## config.mk

```make
export PLATFORM = sky130hd
export DESIGN_NAME = configurable_crc_byte_engine
export DESIGN_NICKNAME = d
export VERILOG_FILES = /design/src/sv/cce_pkg.sv /design/src/sv/cce_cfg.sv /design/src/sv/cce_fold.sv /design/src/sv/cce_finish.sv /design/src/sv/configurable_crc_byte_engine.sv
export VERILOG_INCLUDE_DIRS = /design/src /design/src/sv
export SDC_FILE = /design/constraint.sdc
export NUM_CORES = 1
export LEC_CHECK = 0
export BUFFER_PORTS_ARGS = -buffer_cell sky130_fd_sc_hd__buf_2
export CAP_MARGIN = 20
export CORE_ASPECT_RATIO = 2
export CORE_MARGIN = 2
export CORE_UTILIZATION = 45
export CTS_CLUSTER_SIZE = 8
export DETAILED_ROUTE_END_ITERATION = 10
export PLACE_DENSITY = 0.66
export SLEW_MARGIN = 5
export SYNTH_ARGS = -nofsm -noshare
export SYNTH_HDL_FRONTEND = slang
export SYNTH_SLANG_ARGS = --single-unit
```

## constraint.sdc

```tcl
create_clock -name clk -period 5.88 [get_ports clk]
set_input_delay 0.882 -clock clk [delete_from_list [all_inputs] [get_ports clk]]
set_output_delay 0.882 -clock clk [all_outputs]
set_load 0.005 [all_outputs]
```

## src/sv/configurable_crc_byte_engine_macros.svh

```systemverilog
// assertion macros used by the top level of the crc engine
// no dependencies; expects clk and rst_n in the scope of use
`ifndef CONFIGURABLE_CRC_BYTE_ENGINE_MACROS_SVH
`define CONFIGURABLE_CRC_BYTE_ENGINE_MACROS_SVH

// checked only while out of reset
`define CCE_ASSERT(label, prop, msg) \
  label: assert property (@(posedge clk) disable iff (!rst_n) prop) else $error(msg);

// checked on every edge, reset included
`define CCE_ASSERT_ALWAYS(label, prop, msg) \
  label: assert property (@(posedge clk) prop) else $error(msg);

`endif

```

## src/sv/cce_pkg.sv

```systemverilog
// shared types, constants and helper functions for the crc byte engine
// no dependencies
package cce_pkg;

  localparam int MAX_CRC_WIDTH = 32;
  localparam int CRC_W         = MAX_CRC_WIDTH;
  localparam int BYTE_W        = 8;
  localparam int CFG_IDX_W     = 3;

  // register indexes of the configuration port
  typedef enum logic [CFG_IDX_W-1:0] {
    CFG_WIDTH_SEL   = 3'd0,
    CFG_GEN_POLY    = 3'd1,
    CFG_START_VALUE = 3'd2,
    CFG_REFLECT_IN  = 3'd3,
    CFG_REFLECT_OUT = 3'd4,
    CFG_INVERT_OUT  = 3'd5
  } cfg_idx_t;

  // width codes
  localparam logic [1:0] WSEL_8  = 2'd0;
  localparam logic [1:0] WSEL_16 = 2'd1;
  localparam logic [1:0] WSEL_32 = 2'd2;

  localparam logic [1:0]       RST_WIDTH_SEL = WSEL_32;
  localparam logic [CRC_W-1:0] RST_GEN_POLY  = 32'h04C1_1DB7;
  localparam logic [CRC_W-1:0] RST_START     = 32'hFFFF_FFFF;

  typedef struct packed {
    logic [1:0]       width_sel;
    logic [CRC_W-1:0] gen_poly;
    logic [CRC_W-1:0] start_value;
    logic             reflect_in;
    logic             reflect_out;
    logic             invert_out;
  } cce_cfg_t;

  // move a value of the selected width up to the top of the register;
  // bits above the width fall off, so this also masks
  function automatic logic [CRC_W-1:0] align_top(logic [CRC_W-1:0] v, logic [1:0] wsel);
    logic [CRC_W-1:0] r;
    case (wsel)
      WSEL_8:  r = v << (CRC_W - 8);
      WSEL_16: r = v << (CRC_W - 16);
      default: r = v;
    endcase
    return r;
  endfunction

  // inverse of align_top
  function automatic logic [CRC_W-1:0] align_low(logic [CRC_W-1:0] v, logic [1:0] wsel);
    logic [CRC_W-1:0] r;
    case (wsel)
      WSEL_8:  r = v >> (CRC_W - 8);
      WSEL_16: r = v >> (CRC_W - 16);
      default: r = v;
    endcase
    return r;
  endfunction

  // ones over the selected width, low aligned
  function automatic logic [CRC_W-1:0] width_mask(logic [1:0] wsel);
    return align_low({CRC_W{1'b1}}, wsel);
  endfunction

  function automatic logic [BYTE_W-1:0] rev_byte(logic [BYTE_W-1:0] v);
    logic [BYTE_W-1:0] r;
    for (int i = 0; i < BYTE_W; i++) r[i] = v[BYTE_W-1-i];
    return r;
  endfunction

  function automatic logic [CRC_W-1:0] rev_word(logic [CRC_W-1:0] v);
    logic [CRC_W-1:0] r;
    for (int i = 0; i < CRC_W; i++) r[i] = v[CRC_W-1-i];
    return r;
  endfunction

endpackage

```

## src/sv/cce_cfg.sv

```systemverilog
// configuration registers of the crc engine, with a reload request
// depends on cce_pkg
module cce_cfg (
  input  logic                        clk,
  input  logic                        rst_n,
  input  logic                        cfg_we,
  input  logic [cce_pkg::CFG_IDX_W-1:0] cfg_idx,
  input  logic [cce_pkg::CRC_W-1:0]   cfg_wdata,
  output cce_pkg::cce_cfg_t           cfg_o,
  output logic                        reload_o
);
  import cce_pkg::*;

  cce_cfg_t cfg_r, cfg_nxt;
  logic     reload_r, reload_nxt;

  always_comb begin
    cfg_nxt    = cfg_r;
    reload_nxt = 1'b0;
    if (cfg_we) begin
      case (cfg_idx)
        CFG_WIDTH_SEL: begin
          cfg_nxt.width_sel = cfg_wdata[1:0];
          reload_nxt        = 1'b1;
        end
        CFG_GEN_POLY: begin
          cfg_nxt.gen_poly = cfg_wdata;
        end
        CFG_START_VALUE: begin
          cfg_nxt.start_value = cfg_wdata;
          reload_nxt          = 1'b1;
        end
        CFG_REFLECT_IN: begin
          cfg_nxt.reflect_in = cfg_wdata[0];
        end
        CFG_REFLECT_OUT: begin
          cfg_nxt.reflect_out = cfg_wdata[0];
        end
        CFG_INVERT_OUT: begin
          cfg_nxt.invert_out = cfg_wdata[0];
        end
        default: begin
          cfg_nxt = cfg_r;
        end
      endcase
    end
  end

  always_ff @(posedge clk) begin
    if (!rst_n) begin
      cfg_r.width_sel   <= RST_WIDTH_SEL;
      cfg_r.gen_poly    <= RST_GEN_POLY;
      cfg_r.start_value <= RST_START;
      cfg_r.reflect_in  <= 1'b0;
      cfg_r.reflect_out <= 1'b0;
      cfg_r.invert_out  <= 1'b0;
      reload_r          <= 1'b0;
    end else begin
      cfg_r    <= cfg_nxt;
      reload_r <= reload_nxt;
    end
  end

  assign cfg_o    = cfg_r;
  assign reload_o = reload_r;

endmodule

```

## src/sv/cce_fold.sv

```systemverilog
// folds one message byte into the top-aligned crc register
// depends on cce_pkg
module cce_fold (
  input  logic [cce_pkg::CRC_W-1:0]  crc_i,
  input  logic [cce_pkg::BYTE_W-1:0] byte_i,
  input  cce_pkg::cce_cfg_t          cfg_i,
  output logic [cce_pkg::CRC_W-1:0]  crc_o
);
  import cce_pkg::*;

  logic [BYTE_W-1:0] in_byte;
  logic [CRC_W-1:0]  poly_al;
  logic [CRC_W-1:0]  entry;

  assign in_byte = cfg_i.reflect_in ? rev_byte(byte_i) : byte_i;
  // aligning the polynomial drops the bits above the width
  assign poly_al = align_top(cfg_i.gen_poly, cfg_i.width_sel);

  // table entry for the top byte, worked out bit by bit
  always_comb begin
    entry = {crc_i[CRC_W-1 -: BYTE_W] ^ in_byte, {(CRC_W-BYTE_W){1'b0}}};
    for (int k = 0; k < BYTE_W; k++) begin
      entry = entry[CRC_W-1] ? ((entry << 1) ^ poly_al) : (entry << 1);
    end
  end

  assign crc_o = entry ^ (crc_i << BYTE_W);

endmodule

```

## src/sv/cce_finish.sv

```systemverilog
// turns the top-aligned crc register into the delivered result
// depends on cce_pkg
module cce_finish (
  input  logic [cce_pkg::CRC_W-1:0] crc_i,
  input  cce_pkg::cce_cfg_t         cfg_i,
  output logic [cce_pkg::CRC_W-1:0] result_o
);
  import cce_pkg::*;

  logic [CRC_W-1:0] plain;

  // reversing the whole aligned word reflects over the width and lands low
  assign plain    = cfg_i.reflect_out ? rev_word(crc_i) : align_low(crc_i, cfg_i.width_sel);
  assign result_o = cfg_i.invert_out ? (plain ^ width_mask(cfg_i.width_sel)) : plain;

endmodule

```

## src/sv/configurable_crc_byte_engine.sv

```systemverilog
// top level of the configurable crc-8/16/32 byte engine
// depends on cce_pkg, cce_cfg, cce_fold, cce_finish and the macros header
//
//  channel | handshake          | payload
//  --------+--------------------+-----------------------------------------
//  in      | in_tvalid/tready   | tdata[7:0] data_byte, tlast last_byte
//  out     | out_tvalid/tready  | tdata[31:0] crc_result
//  cfg     | cfg_we             | cfg_idx register index, cfg_wdata value
//
// one byte per cycle unless stalled: an item is held in the input register, then
// the byte fold updates the crc register, or a last byte loads the result register
// and restarts the crc. rst_n is synchronous; a width or start write sets a
// registered reload request, which loads the start value into the crc. only a last
// byte waiting on a full, undrained result register stalls the input.
`include "configurable_crc_byte_engine_macros.svh"

module configurable_crc_byte_engine (
  input  logic                          clk,
  input  logic                          rst_n,
  input  logic                          in_tvalid,
  output logic                          in_tready,
  input  logic [7:0]                    in_tdata,   // [7:0] data_byte
  input  logic                          in_tlast,   // last_byte
  output logic                          out_tvalid,
  input  logic                          out_tready,
  output logic [31:0]                   out_tdata,  // [31:0] crc_result
  input  logic                          cfg_we,
  input  logic [cce_pkg::CFG_IDX_W-1:0] cfg_idx,
  input  logic [cce_pkg::CRC_W-1:0]     cfg_wdata
);
  import cce_pkg::*;

  cce_cfg_t cfg;
  logic     reload;

  logic              s1_valid_r, s1_valid_nxt;
  logic [BYTE_W-1:0] s1_byte_r;
  logic              s1_last_r;
  logic              s1_fire;
  logic              in_fire;

  logic [CRC_W-1:0] crc_r, crc_nxt;
  logic [CRC_W-1:0] crc_fold;
  logic [CRC_W-1:0] start_al;
  logic [CRC_W-1:0] result;

  logic             out_valid_r, out_valid_nxt;
  logic [CRC_W-1:0] out_data_r;
  logic             out_load;

  cce_cfg u_cfg (
    .clk      (clk),
    .rst_n    (rst_n),
    .cfg_we   (cfg_we),
    .cfg_idx  (cfg_idx),
    .cfg_wdata(cfg_wdata),
    .cfg_o    (cfg),
    .reload_o (reload)
  );

  cce_fold u_fold (
    .crc_i (crc_r),
    .byte_i(s1_byte_r),
    .cfg_i (cfg),
    .crc_o (crc_fold)
  );

  cce_finish u_finish (
    .crc_i   (crc_fold),
    .cfg_i   (cfg),
    .result_o(result)
  );

  assign start_al = align_top(cfg.start_value, cfg.width_sel);

  // a last item may only move on when the result register can take it
  assign s1_fire   = s1_valid_r && !(s1_last_r && out_valid_r && !out_tready);
  assign in_tready = !s1_valid_r || s1_fire;
  assign in_fire   = in_tvalid && in_tready;
  assign out_load  = s1_fire && s1_last_r;

  always_comb begin
    s1_valid_nxt = in_fire ? 1'b1 : (s1_fire ? 1'b0 : s1_valid_r);

    crc_nxt = crc_r;
    if (reload) begin
      crc_nxt = start_al;
    end else if (s1_fire) begin
      crc_nxt = s1_last_r ? start_al : crc_fold;
    end

    out_valid_nxt = out_load ? 1'b1 : (out_tready ? 1'b0 : out_valid_r);
  end

  always_ff @(posedge clk) begin
    if (!rst_n) begin
      s1_valid_r  <= 1'b0;
      out_valid_r <= 1'b0;
      crc_r       <= RST_START;
    end else begin
      s1_valid_r  <= s1_valid_nxt;
      out_valid_r <= out_valid_nxt;
      crc_r       <= crc_nxt;
    end
    if (in_fire) begin
      s1_byte_r <= in_tdata;
      s1_last_r <= in_tlast;
    end
    if (out_load) begin
      out_data_r <= result;
    end
  end

  assign out_tvalid = out_valid_r;
  assign out_tdata  = out_data_r;

  // bits below the selected width stay clear in the aligned register,
  // except in the cycle between a width write and its reload
  `CCE_ASSERT(a_crc_low_clear, !reload |-> ((crc_r & ~align_top({CRC_W{1'b1}}, cfg.width_sel)) == '0), "crc register has bits below the width")
  // a waiting last item with a blocked result register holds the input
  `CCE_ASSERT(a_stall_back, (s1_valid_r && s1_last_r && out_valid_r && !out_tready) |-> !in_tready, "input taken while result path is blocked")
  // after a message ends the register restarts from the start value
  `CCE_ASSERT(a_restart, (out_load && !reload && !cfg_we) |=> (crc_r == $past(start_al)), "crc register not reloaded after last item")
  // a new result only ever follows a last item
  `CCE_ASSERT(a_result_src, $rose(out_tvalid) |-> $past(out_load), "result without a last item")

endmodule
```

# Word level (Yosys, flattened, before mapping)
# Cells that the tools add are included.
# word_totals
regBits	145
input_bits	49
output_inout_bits	34
wordCells	75
# classes
eq_ne	6
n_mux	23
bitwise_logic	11
n_reduce_logical	22
# op_table
op	n
two-way mux 32 bit	13
XOR 32 bit	10
one-hot mux 32 bit (2 select lines)	4
AND reduction 2 bit	7
two-way mux 8 bit	1
XOR 8 bit	1
equality test 3 x 2 -> 1 bit (second input constant)	2
equality test 3 bit (second input constant)	2
nonzero test 2 bit	3
logical AND 1 bit	5
two-way mux 1 bit	5
equality test 3 x 1 -> 1 bit (second input constant)	1
logical NOT 1 bit	3
logical NOT 3 bit	1
equality test 2 x 1 -> 1 bit (second input constant)	1
logical NOT 2 bit	1
OR reduction 2 bit	1
logical OR 1 bit	1

# Logic depth before layout (Yosys ltp)
# logic_depth
word_depth	23
depth_mapped	24
ltp_nobuf	17

# Hierarchy
# Synthesis repeated with hierarchy kept, for this count alone.
# unflattened
hier_cells	1472
hier_area_um2	11984.0
# by_module_without_submodules
module	n_inst	cells_each	area_each_um2	seq_area_each_um2
cce_fold	1	711	4599.4	0.0
configurable_crc_byte_engine	1	259	2989.1	1911.8
cce_cfg	1	288	2940.3	1401.3
cce_finish	1	214	1455.1	0.0

# Worst setup path before layout
# Ideal clock, no wire load.
# synth_timing
kind	register -> register
start	register u_cfg.cfg_r, in the netlist u_cfg.cfg_o[67]
end	register out_data_r[11], in the netlist out_tdata[11] (data pin)
setup_ns	0.265
t_arrival_ns	5.035
required_time_ns	5.615
slack_ns	0.580
path_stages_with_launch	19
path_buffers	2
synth_period_minus_slack_ns	5.300
path_cell_list	dfxtp_1 > buf_4 > mux2_4 > mux2_2 > nand4_1 > a21oi_1 > or4_1 > and2_1 > buf_2 > xnor3_1 > a2111oi_2 > a2111oi_4 > xor2_2 > a211oi_1 > a2111o_1 > or4_1 > and2_1 > mux2i_1 > or3_1
# synth_via
elab_chain_len	23
elab_cells_between_ends	25
cone_classes	1 x eq/ne; 13 x mux; 10 x bitwise; 1 x reduce/logical
# synth_lines
element	line	rtl
start: declaration	cce_cfg.sv:14	cce_cfg_t cfg_r, cfg_nxt;
start signal: assignment	cce_cfg.sv:59	cfg_r <= cfg_nxt;
equality test 2 x 1 -> 1 bit / logical NOT 2 bit (equally long branches)	cce_pkg.sv:42, cce_pkg.sv:53	
one-hot mux 32 bit (2 select lines)	cce_pkg.sv:42	case (wsel)
XOR 32 bit	cce_fold.sv:23	entry = entry[CRC_W-1] ? ((entry << 1) ^ poly_al) : (entry << 1);
two-way mux 32 bit	cce_fold.sv:23	
XOR 32 bit	cce_fold.sv:23	
two-way mux 32 bit	cce_fold.sv:23	
XOR 32 bit	cce_fold.sv:23	
two-way mux 32 bit	cce_fold.sv:23	
[8 not listed]	n/a	
XOR 32 bit	cce_fold.sv:23	
two-way mux 32 bit	cce_fold.sv:23	
XOR 32 bit	cce_fold.sv:27	assign crc_o = entry ^ (crc_i << BYTE_W);
one-hot mux 32 bit (2 select lines)	cce_pkg.sv:53	case (wsel)
two-way mux 32 bit	cce_finish.sv:13	assign plain = cfg_i.reflect_out ? rev_word(crc_i) : align_low(crc_i, cfg_i.width_sel);
XOR 32 bit	cce_finish.sv:14	assign result_o = cfg_i.invert_out ? (plain ^ width_mask(cfg_i.width_sel)) : plain;
two-way mux 32 bit *	cce_finish.sv:14	
via result[11]	configurable_crc_byte_engine.sv:45	logic [CRC_W-1:0] result;
end signal: assignment	configurable_crc_byte_engine.sv:110	out_data_r <= result;
end: declaration	configurable_crc_byte_engine.sv:48	logic [CRC_W-1:0] out_data_r;
# Mark *: on every way through the listed nets, which the timed path passes. The rest lies on a longest branch.
# A chain may end at the register's enable or synchronous reset.

# Worst setup path in the final report
# layout_timing
start	register u_cfg.cfg_r, in the netlist u_cfg.cfg_o[67]
end	register out_data_r[5], in the netlist out_tdata[5] (data pin)
# layout_via
elab_chain_len	23
elab_cells_between_ends	24
cone_classes	1 x eq/ne; 12 x mux; 10 x bitwise; 1 x reduce/logical
# layout_lines
element	line
equality test 2 x 1 -> 1 bit / logical NOT 2 bit (equally long branches)	cce_pkg.sv:42, cce_pkg.sv:53
one-hot mux 32 bit (2 select lines)	cce_pkg.sv:42
XOR 32 bit	cce_fold.sv:23
two-way mux 32 bit	cce_fold.sv:23
XOR 32 bit	cce_fold.sv:23
two-way mux 32 bit	cce_fold.sv:23
XOR 32 bit	cce_fold.sv:23
two-way mux 32 bit	cce_fold.sv:23
[8 not listed]	n/a
XOR 32 bit	cce_fold.sv:23
two-way mux 32 bit	cce_fold.sv:23
XOR 32 bit	cce_fold.sv:27
one-hot mux 32 bit (2 select lines)	cce_pkg.sv:53
two-way mux 32 bit *	cce_finish.sv:13
XOR 32 bit	cce_finish.sv:14
two-way mux 32 bit *	cce_finish.sv:14
via result[5]	configurable_crc_byte_engine.sv:45
# Marked as above.

==> reports/metrics.csv <==
stage,metric,value,unit
finish,n_diodes,0,
timing,Final Hold Viols,0,
cts,CTS root buf,clkbuf_16,
cts,TritonCTS clock tree,built,
pwr,Tot Pwr,7820,uW
grt,number of global-route vias before repair,14400,
timing,number of max-slew violations in the final report,0,
placement,GP Congestion,1.04,
synthesis,Yosys reg bits,145,
timing,final worst path period need,5.77,ns
drt,initial DRC count,1459,
die,Die Height,248,um
grt,largest net degree at the start of global routing,80,
synthesis,synthesized instance count,1835,
pwr,P per Cell Area,496,nW/um^2
drt,number of detailed-route iterations in the first pass,6,
min_path,Hold Crit Depth,2,
synthesis,post-synth top area cell,dfxtp_1,
die,Die W,126,um
drt,Wirelength per Cell,26.8,um
finish,Area Overhead vs Synth,17.5,%
timing,RSZ-0062 raised after global routing,false,
job,max-cap violations,0,
cts,Num Clock Sinks,145,
synthesis,most common cell in the netlist,nand2_1,
synthesis,"Seq/Total Area, Yosys",24.7,%
synthesis,yosys warns,0,
placement,DP HPWL,46600,um
setup_path,worst-path maximum fanout,11,
synthesis,Mapped Nets,1884,
grt,gr busiest metal,met2,
outcome,outcome,"complete, no violations",
grt,M2 GR Usage,67.6,%
synthesis,number of flops mapped to enable cells by yosys,41,
synthesis,"top cells by count, synth","nand2_1 (319), xnor2_1 (155), a21oi_1 (142)",
drt,ANT nets after route,0,
cts,clock buffer depth,2,
setup_path,r2r setup slk,0.11,ns
setup_path,Crit Path Category,flop to flop,
grt,"Remaining Overflow, GRT",0,
drt,Routed WL,61800,um
grt,initial antenna violation count,0,
synthesis,Mapped Area,13400,um^2
setup_path,Worst R2R Start,u_cfg.cfg_o[67]$_SDFFE_PN0P_,
grt,met1 usage,40.8,%
setup_path,Critical Path Sink Type,flop,
timing,setup total negative slack,0,ns
finish,nets,1980,
placement,Post-Place Worst Slack,-0.183,ns
setup_path,Critical Path AT,5.93,ns
cts,Worst-path clk slew,0.07,ns
cts,Post-CTS Hold Buffers,0,
cts,CTS HTree Levels,4,
drt,DRC viols,0,
synthesis,syn avg cell area,7.32,um^2
synthesis,largest cells by area after synthesis,"dfxtp_1 (15%), xnor2_1 (10%), edfxtp_1 (9.2%), nand2_1 (8.9%), a21oi_1 (5.3%)",
synthesis,Yosys cell types,87,
die,row count,89,
setup_path,crit path launch type,flop,
finish,fillers,2926,
finish,fin util,53.7,%
min_path,Hold Path Class,flop to flop,
setup_path,worst path required time,6.05,ns
cts,TritonCTS Buffers,17,
die,Die ar.,31300,um^2
grt,Tot GR Track Use,38.5,%
timing,Rel. slew slack,30.8,%
timing,PnR worst setup slack,0.113,ns
timing,clock skew,0.0101,ns
synthesis,Synth async-reset ratio,0,%
drt,Via density,6.59,
timing,actual slew at the worst max-slew pin,1.04,ns
drt,via count,15200,
grt,first-pass GRT wire length,90800,um
finish,fraction of layout cells with a size suffix above 1,18.7,%
timing,Setup Viol. Count Final,0,
grt,met3 GRT Util,4.68,%
die,IO Count,83,
min_path,Hold EP,u_cfg.cfg_o[54]$_SDFFE_PN0P_,
pwr,largest vdd supply drop,0.383,mV
die,Core Region,29400,um^2
min_path,Hold Startpoint,u_cfg.cfg_o[54]$_SDFFE_PN0P_,
synthesis,Synth top area share,15.5,%
die,starting density of the core,45.7,%
timing,fin crit share,98.1,%
cts,Worst-Skew Late Latency,0.44,ns
setup_path,R2R cell count,20,
timing,max frequency,0.173,GHz
pwr,P_leak,0.00614,uW
placement,# port buffers,82,
synthesis,Synth Flop Type,dfxtp_1,
setup_path,Worst R2R End,out_tdata[5]$_DFFE_PP_,
[placed cells by master (no fill, tap or decap), types with 15 or more instances in the layout]
cell type and count:
nand2_1 319, buf_4 175, xnor2_1 150, a21oi_1 140, nor2_1 124, nand3_1 107
dfxtp_1 100, o21ai_0 96, buf_2 82, o22ai_1 48, a211oi_1 43, xor2_1 41
edfxtp_1 41, mux2i_1 35, nor3_1 35, a22oi_1 29, a221oi_1 23, o221ai_1 18
a32oi_1 17, clkbuf_16 17, nand4_1 15
[worst max-delay path by stage]
stage | startpoint | to | slack, ns | cells after the start
final | u_cfg.cfg_o[67]$_SDFFE_PN0P_ | out_tdata[5]$_DFFE_PP_ | 0.11 | 20
after global routing | u_cfg.cfg_o[67]$_SDFFE_PN0P_ | out_tdata[5]$_DFFE_PP_ | 0.003 | 20
after CTS | u_cfg.cfg_o[2]$_SDFFE_PN0P_ | out_tdata[5]$_DFFE_PP_ | 0.01 | 20
after detailed placement | u_cfg.cfg_o[2]$_SDFFE_PN0P_ | out_tdata[7]$_DFFE_PP_ | -0.18 | 20
after global placement | u_cfg.cfg_o[2]$_SDFFE_PN0P_ | out_tdata[7]$_DFFE_PP_ | -0.07 | 20
after floorplan | u_cfg.cfg_o[67]$_SDFFE_PN0P_ | out_tdata[11]$_DFFE_PP_ | 0.58 | 18
[logic make-up after synthesis]
family                    count (synthesis)  synth area share, %
DFF                                     145                 24.7
and+or+nand+nor                         668                 21.9
buffers and inverters                   198                 5.99
muxes                                    50                 4.30
AOI/OAI and AO/OA                       561                 28.1
xor gates and xnor gates                213                 15.0
[report_power, final]
part / switching (uW) / total [uW] / internal, uW
combinational: 3170 / 5400 / 2230
clock: 493 / 1130 / 639
sequential: 72.4 / 1290 / 1210
[layer usage]
| metal | routed length (um) | share of wire (%) |
|---|---|---|
| met1 | 20900 | 34 |
| met2 | 30300 | 49 |
| met3 | 4000 | 6.5 |
| met4 | 6590 | 11 |
| met5 | 0 | 0 |
[flip-flops by register name (all words and copies together), names as in the netlist]
register / flops
crc_r: 32
out_tdata: 32
out_tvalid: 1
s1_byte_r: 8
s1_last_r: 1
s1_valid_r: 1
u_cfg.cfg_o: 69
u_cfg.reload_o: 1
[critical path: stages, from the launching register on]
cell,delay [ns]
dfxtp_2,0.42
mux2_2,0.40
mux2_2,0.33
buf_4,0.20
a31oi_1,0.30
nand4_1,0.21
buf_4,0.21
o2111ai_1,0.12
o211a_1,0.26
buf_4,0.18
xnor3_1,0.36
a211oi_1,0.46
or2_1,0.25
buf_12,0.16
nor2_1,0.06
xnor2_1,0.34
xnor2_1,0.18
xor2_1,0.52
or2_2,0.21
o211ai_1,0.13
xor2_1,0.18
[layout make-up]
cell class	instances	area [um^2]	share of cell area, %
Sequential cell	145	3320	21.0
Clock buffer	17	425	2.69
Inverter	11	41.3	0.262
Multi-Input combinational cell	1492	9500	60.2
Tap cell	364	455	2.88
Clock inverter	15	176	1.12
Timing Repair Buffer	264	1860	11.8
[metrics by stage]
| step | hold WS [ns] | instance area (um^2) | instances |
|---|---|---|---|
| global placement | 0.446 | 14900 | 2266 |
| CTS | 0.458 | 15600 | 2299 |
| floorplan | 0.436 | 13400 | 1835 |
| detailed placement | 0.449 | 14900 | 2267 |
| finish | 0.458 | 15800 | 2308 |
| global route | 0.496 | 15800 | 2308 |
[repair_timing]
item,4_1_cts,5_1_grt
setup endpoints to repair,13,51
gates resized for setup,5,16
hold endpoints to repair,0,0
buffers inserted,0,5
pin swaps,0,5
No activity file was read; power rests on OpenSTA's default activity.
